### src/rtl/kmu_pkg.sv
// Shared constants and codes for the track measurement update block.
package kmu_pkg;

	localparam int LIMIT_BITS = 33;
	localparam logic [LIMIT_BITS-1:0] LIMIT_RESET = 33'd4290672328;

	localparam logic [1:0] ACT_LOAD   = 2'd0;
	localparam logic [1:0] ACT_READ   = 2'd1;
	localparam logic [1:0] ACT_FILTER = 2'd2;

	localparam logic [1:0] STAT_OK   = 2'd0;
	localparam logic [1:0] STAT_VAR  = 2'd1;
	localparam logic [1:0] STAT_SPHI = 2'd2;

	localparam logic [4:0] NUM_PARAMS = 5'd5;
	localparam logic [4:0] IDX_COV0   = 5'd5;
	localparam logic [4:0] IDX_CHI    = 5'd20;
	localparam logic [4:0] IDX_DOF    = 5'd21;

	localparam logic [9:0] DOF_MAX  = 10'd1023;
	localparam logic [9:0] DOF_STEP = 10'd2;

	localparam logic OP_MUL = 1'b0;
	localparam logic OP_DIV = 1'b1;

endpackage

### src/rtl/kmu_alu.sv
// Shared bit-serial multiply and divide unit with rounding and saturation.
module kmu_alu #(
	parameter int VALUE_BITS    = 48,
	parameter int FRACTION_BITS = 32
) (
	input  logic                           clk,
	input  logic                           arst_n,
	input  logic                           start,
	input  logic                           op,
	input  logic                           neg,
	input  logic [VALUE_BITS-1:0]          opa,
	input  logic [VALUE_BITS-1:0]          opb,
	input  logic [2*VALUE_BITS-1:0]        num,
	input  logic [VALUE_BITS-1:0]          den,
	output logic                           done,
	output logic signed [VALUE_BITS-1:0]   res,
	output logic [2*VALUE_BITS-1:0]        prod
);
	import kmu_pkg::*;

	localparam int W    = VALUE_BITS;
	localparam int CNTW = $clog2(2 * W + 1);

	localparam logic [1:0] A_IDLE = 2'd0;
	localparam logic [1:0] A_BUSY = 2'd1;
	localparam logic [1:0] A_FIN  = 2'd2;

	logic [1:0]        st_q;
	logic              op_q;
	logic              neg_q;
	logic [2*W-1:0]    acc_q;
	logic [W-1:0]      rem_q;
	logic [W-1:0]      ma_q;
	logic [W-1:0]      mb_q;
	logic [W-1:0]      den_q;
	logic [CNTW-1:0]   cnt_q;
	logic signed [W-1:0] res_q;
	logic              done_q;

	logic [W:0]        trial;
	logic              fits;
	logic [2*W:0]      mag;
	logic [2*W:0]      lim;
	logic [2*W:0]      sat;
	logic              rnd;

	always_comb begin
		trial = {rem_q, acc_q[2*W-1]};
		fits  = trial >= {1'b0, den_q};
		rnd   = rem_q >= (den_q - rem_q);
		if (op_q == OP_MUL) begin
			mag = ({1'b0, acc_q} + ((2*W+1)'(1) << (FRACTION_BITS - 1))) >> FRACTION_BITS;
		end else begin
			mag = {1'b0, acc_q} + (2*W+1)'(rnd);
		end
		lim = neg_q ? ((2*W+1)'(1) << (W - 1)) : (((2*W+1)'(1) << (W - 1)) - (2*W+1)'(1));
		sat = (mag > lim) ? lim : mag;
	end

	always_ff @(posedge clk or negedge arst_n) begin
		if (!arst_n) begin
			st_q   <= A_IDLE;
			done_q <= 1'b0;
			cnt_q  <= '0;
		end else begin
			done_q <= 1'b0;
			case (st_q)
				A_IDLE: begin
					if (start) begin
						st_q  <= A_BUSY;
						cnt_q <= (op == OP_DIV) ? CNTW'(2 * W) : CNTW'(W);
					end
				end
				A_BUSY: begin
					cnt_q <= cnt_q - CNTW'(1);
					if (cnt_q == CNTW'(1)) st_q <= A_FIN;
				end
				A_FIN: begin
					st_q   <= A_IDLE;
					done_q <= 1'b1;
				end
				default: st_q <= A_IDLE;
			endcase
		end
	end

	always_ff @(posedge clk) begin
		case (st_q)
			A_IDLE: begin
				if (start) begin
					op_q  <= op;
					neg_q <= neg;
					ma_q  <= opa;
					mb_q  <= opb;
					den_q <= den;
					rem_q <= '0;
					acc_q <= (op == OP_DIV) ? num : '0;
				end
			end
			A_BUSY: begin
				if (op_q == OP_MUL) begin
					acc_q <= {acc_q[2*W-2:0], 1'b0} + (mb_q[W-1] ? {{W{1'b0}}, ma_q} : '0);
					mb_q  <= {mb_q[W-2:0], 1'b0};
				end else begin
					// Restoring division: the quotient shifts into the numerator register.
					rem_q <= fits ? W'(trial - {1'b0, den_q}) : trial[W-1:0];
					acc_q <= {acc_q[2*W-2:0], fits};
				end
			end
			A_FIN: begin
				res_q <= neg_q ? -$signed(sat[W-1:0]) : $signed(sat[W-1:0]);
			end
			default: ;
		endcase
	end

	assign done = done_q;
	assign res  = res_q;
	assign prod = acc_q;

endmodule

### config.mk
export PLATFORM = sky130hd
export DESIGN_NAME = kmu_alu
export DESIGN_NICKNAME = d
export VERILOG_FILES = /design/src/rtl/kmu_pkg.sv /design/src/rtl/kmu_alu.sv
export SDC_FILE = /design/constraint.sdc
export NUM_CORES = 1
export LEC_CHECK = 0
export BUFFER_PORTS_ARGS = -buffer_cell sky130_fd_sc_hd__buf_2
export CORE_UTILIZATION = 45
export DETAILED_ROUTE_END_ITERATION = 8
export GPL_TIMING_DRIVEN = 0
export SETUP_SLACK_MARGIN = 0.2
export SLEW_MARGIN = 5
export SYNTH_ARGS = -nofsm -noshare
export SYNTH_HDL_FRONTEND = slang
export SYNTH_SLANG_ARGS = --single-unit
### constraint.sdc
create_clock -name clk -period 18.49 [get_ports clk]
set_clock_uncertainty 0.1 [all_clocks]
set_input_delay 2.7735 -clock clk [delete_from_list [all_inputs] [get_ports clk]]
set_output_delay 2.7735 -clock clk [all_outputs]
set_load 0.005 [all_outputs]
==> results.tsv <==
metric	value	unit
status	finished, violations left	
violations	max-capacitance violations	
synth_edf_count	338	
cell_internal_pwr	0.00145	W
ctsResizeCount	0	
ys_seq_area_share	33.1	%
grt_max_degree	57	
p_sw_share	27.4	%
gp_congestion	1.03	
portBuffers	389	
r2r_cells	48	
clk_latency	0.62	ns
rows	96	
areaGrowthSynthToFinish	15.1	%
synthFlopType	edfxtp_1	
layout_min_cycle_time	15.69	ns
wl_per_cell	25.3	microns
vdd_drop_max	0.0000744	V
dpl_cell_area	34700	sq um
rrSetupSlack	2.80	ns
hold_violations	0	
period_share	84.8	%
yosys-top-cells-area	edfxtp_1, ha_1, nand2_1	
first_pass_iters	6	
cts.sink_count	348	
worstHoldStart	cnt_q[5]$_DFFE_PN0P_	
layout_common_cells	buf_2, nand2_1, edfxtp_1	
drt_iter0_drc	3222	
cp-start-kind	flop	
crit_fanout	10	
path_clk_slew	0.06	ns
timing.rr.end	res[40]$_DFFE_PP_	
vias	31200	
drc	0	
ant_nets	0	
cpMostUsedCell	nand4_1	
holdWs	0.397	ns
timing_worst_setup_path_type	reg -> reg	
worstPathArrival	15.99	ns
grt_overflow	0	
syn_inst	3687	
p_sw	0.000545	W
nFillCells	6698	
fmax	63.7	MHz
cts_buffers	43	
hold_path_class	reg -> reg	
yosys.cell_types.count	100	
critical-path-max-stage-delay	1.03	ns
worst_pin_slew	1.46	ns
relSlewSlack	1.72	%
core-area	68800	sq um
synth.largest_area_cell	edfxtp_1	
ctsHoldBuffers	0	
cp-end-kind	flop	
cp.required	18.79	ns
fin_nets	4620	
max_cap_violations	1	
syn_area	31400	sq um
power.share.clock	43.5	%
yosysTopAreaCellShare	32.3	%
cellLeakagePower	14.5	nW
ys_seq_elements	348	
io-pin-count	390	
layout_commonest_cell	buf_2	
grt_pass1_wl	187000	microns
start_util	45.6	%
max-clock-path-buffers	3	
slew_viol_final	0	
regArea	10400	sq um
dieWidth	266	microns
finalNonFillerCells	5095	
pwr-share-seq	45.0	%
finalWirelength	129000	microns
fin_tns_setup	0	ns
cts-root-buf	clkbuf_16	
final_area	36100	sq um
p_per_area	55.1	nW/um^2
cp_slowest_cell	nor3_2	
drive_above_1_share	14.3	%
grt.total_usage	35.5	%
holdPathEnd	cnt_q[5]$_DFFE_PN0P_	
antenna_found_initial	2	
multi_input_area	19400	sq um
cts_tree	yes	
die_y	266	microns
rsz0062_at_grt	false	
die_area	70800	sq um
yosysWarnings	0	
async_flop_share	2.87	%
dpl.cell_count	5014	
synth_nets	4179	
syn_avg_cell_area	8.51	sq um
grt_pass1_vias	29200	
htreeDepth	2	
post-cts-setup-buffers	0	
setup_viol	0	
r2r_start	den_q[0]$_DFFE_PP_	
combPwrFrac	11.5	%
viasPerCell	6.12	
post-dp-hpwl	103000	microns
whs_path_depth	1	
flip-flops by register name (all words and copies together) (netlist names):
register and count:
done 1, cnt_q 7, neg_q 1, op_q 1, mb_q 48, res 48
rem_q 48, prod 96, ma_q 48, den_q 48, st_q 2
cell families (layout without fill, tap and decap cells):
kind of cell / after synthesis / after routing / share of synthesized area [%]
simple gates: 1448 / 1448 / 23.7
compound gates: 920 / 920 / 18.5
buf+inv: 393 / 868 / 5.06
flops: 348 / 348 / 33.1
xor+xnor: 252 / 252 / 7.03
fa+ha+maj: 247 / 247 / 9.92
mux: 79 / 79 / 2.61
other cells: 0 / 2 / 0
how the worst max path moves through the flow:
stage / startpoint / to / slack [ns] / cells after the start
3_5_place_dp: den_q[0]$_DFFE_PP_ / res[40]$_DFFE_PP_ / 3.22 / 48
3_3_place_gp: den_q[0]$_DFFE_PP_ / res[40]$_DFFE_PP_ / 3.02 / 48
4_1_cts: den_q[0]$_DFFE_PP_ / res[40]$_DFFE_PP_ / 3.16 / 48
5_1_grt: den_q[0]$_DFFE_PP_ / res[40]$_DFFE_PP_ / 2.26 / 48
2_1_floorplan: rem_q[0]$_SDFFCE_PN0P_ / res[28]$_DFFE_PP_ / 7.76 / 49
6_report: den_q[0]$_DFFE_PP_ / res[40]$_DFFE_PP_ / 2.80 / 48
critical path: cells and delay by family, from the launching register on:
| family | cells | cell delay [ns] |
|---|---|---|
| xor gates and xnor gates | 2 | 0.32 |
| and+or+nand+nor | 21 | 6.47 |
| adders and majority gates | 7 | 1.73 |
| DFF | 1 | 0.49 |
| buffers and inverters | 5 | 1.69 |
| muxes | 1 | 0.51 |
| AOI/OAI and AO/OA | 12 | 4.15 |
synthesized netlist by cell type (all sizes together) (68+ instances only):
master	instances
a21o	75
a21oi	273
clkbuf	147
edfxtp	338
ha	244
inv	179
mux2i	69
nand2	431
nand3	222
nand4	106
nor2	208
nor3	97
nor4	68
o21ai	229
xnor2	138
xor2	114
power by group through the flow:
stage | Combinational, W | Sequential, W | Clock, W
after floorplan | 0.000108 | 0.000906 | 0
after global placement | 0.000223 | 0.000911 | 0
after detailed placement | 0.000221 | 0.000911 | 0
after CTS | 0.000221 | 0.000895 | 0.000883
after global routing | 0.000240 | 0.000897 | 0.000908
final | 0.000229 | 0.000896 | 0.000866
through the flow:
| step | util (%) | power, W | setup slack [ns] |
|---|---|---|---|
| 2_1_floorplan | - | 0.00101 | 7.76 |
| 3_3_place_gp | 50.1 | 0.00113 | 3.02 |
| 3_5_place_dp | 50.4 | 0.00113 | 3.22 |
| 4_1_cts | 52.5 | 0.00200 | 3.16 |
| 5_1_grt | 52.5 | 0.00204 | 2.26 |
| 6_report | 52.5 | 0.00199 | 2.80 |
final cells by class:
cell class                      count  share of cell area (%)
Tap cell                          931                    3.23
Sequential cell                   348                    28.8
Clock buffer                       48                    3.03
Clock inverter                     31                   0.894
Timing Repair Buffer              396                    5.86
Antenna cell                        2                  0.0139
Multi-Input combinational cell   2946                    53.8
Buffer                            214                    2.54
Inverter                          179                    1.87
layer usage:
| layer | wire [microns] | global-route usage [%] | vias to the layer above |
|---|---|---|---|
| met2 | 58200 | 56.8 | 1439 |
| li1 | - | - | 14600 |
| met5 | 0 | 0 | - |
| met1 | 53400 | 46.6 | 14900 |
| met4 | 6210 | 15.3 | 0 |
| met3 | 10900 | 6.69 | 257 |
Power figures use the tool's default switching activity.
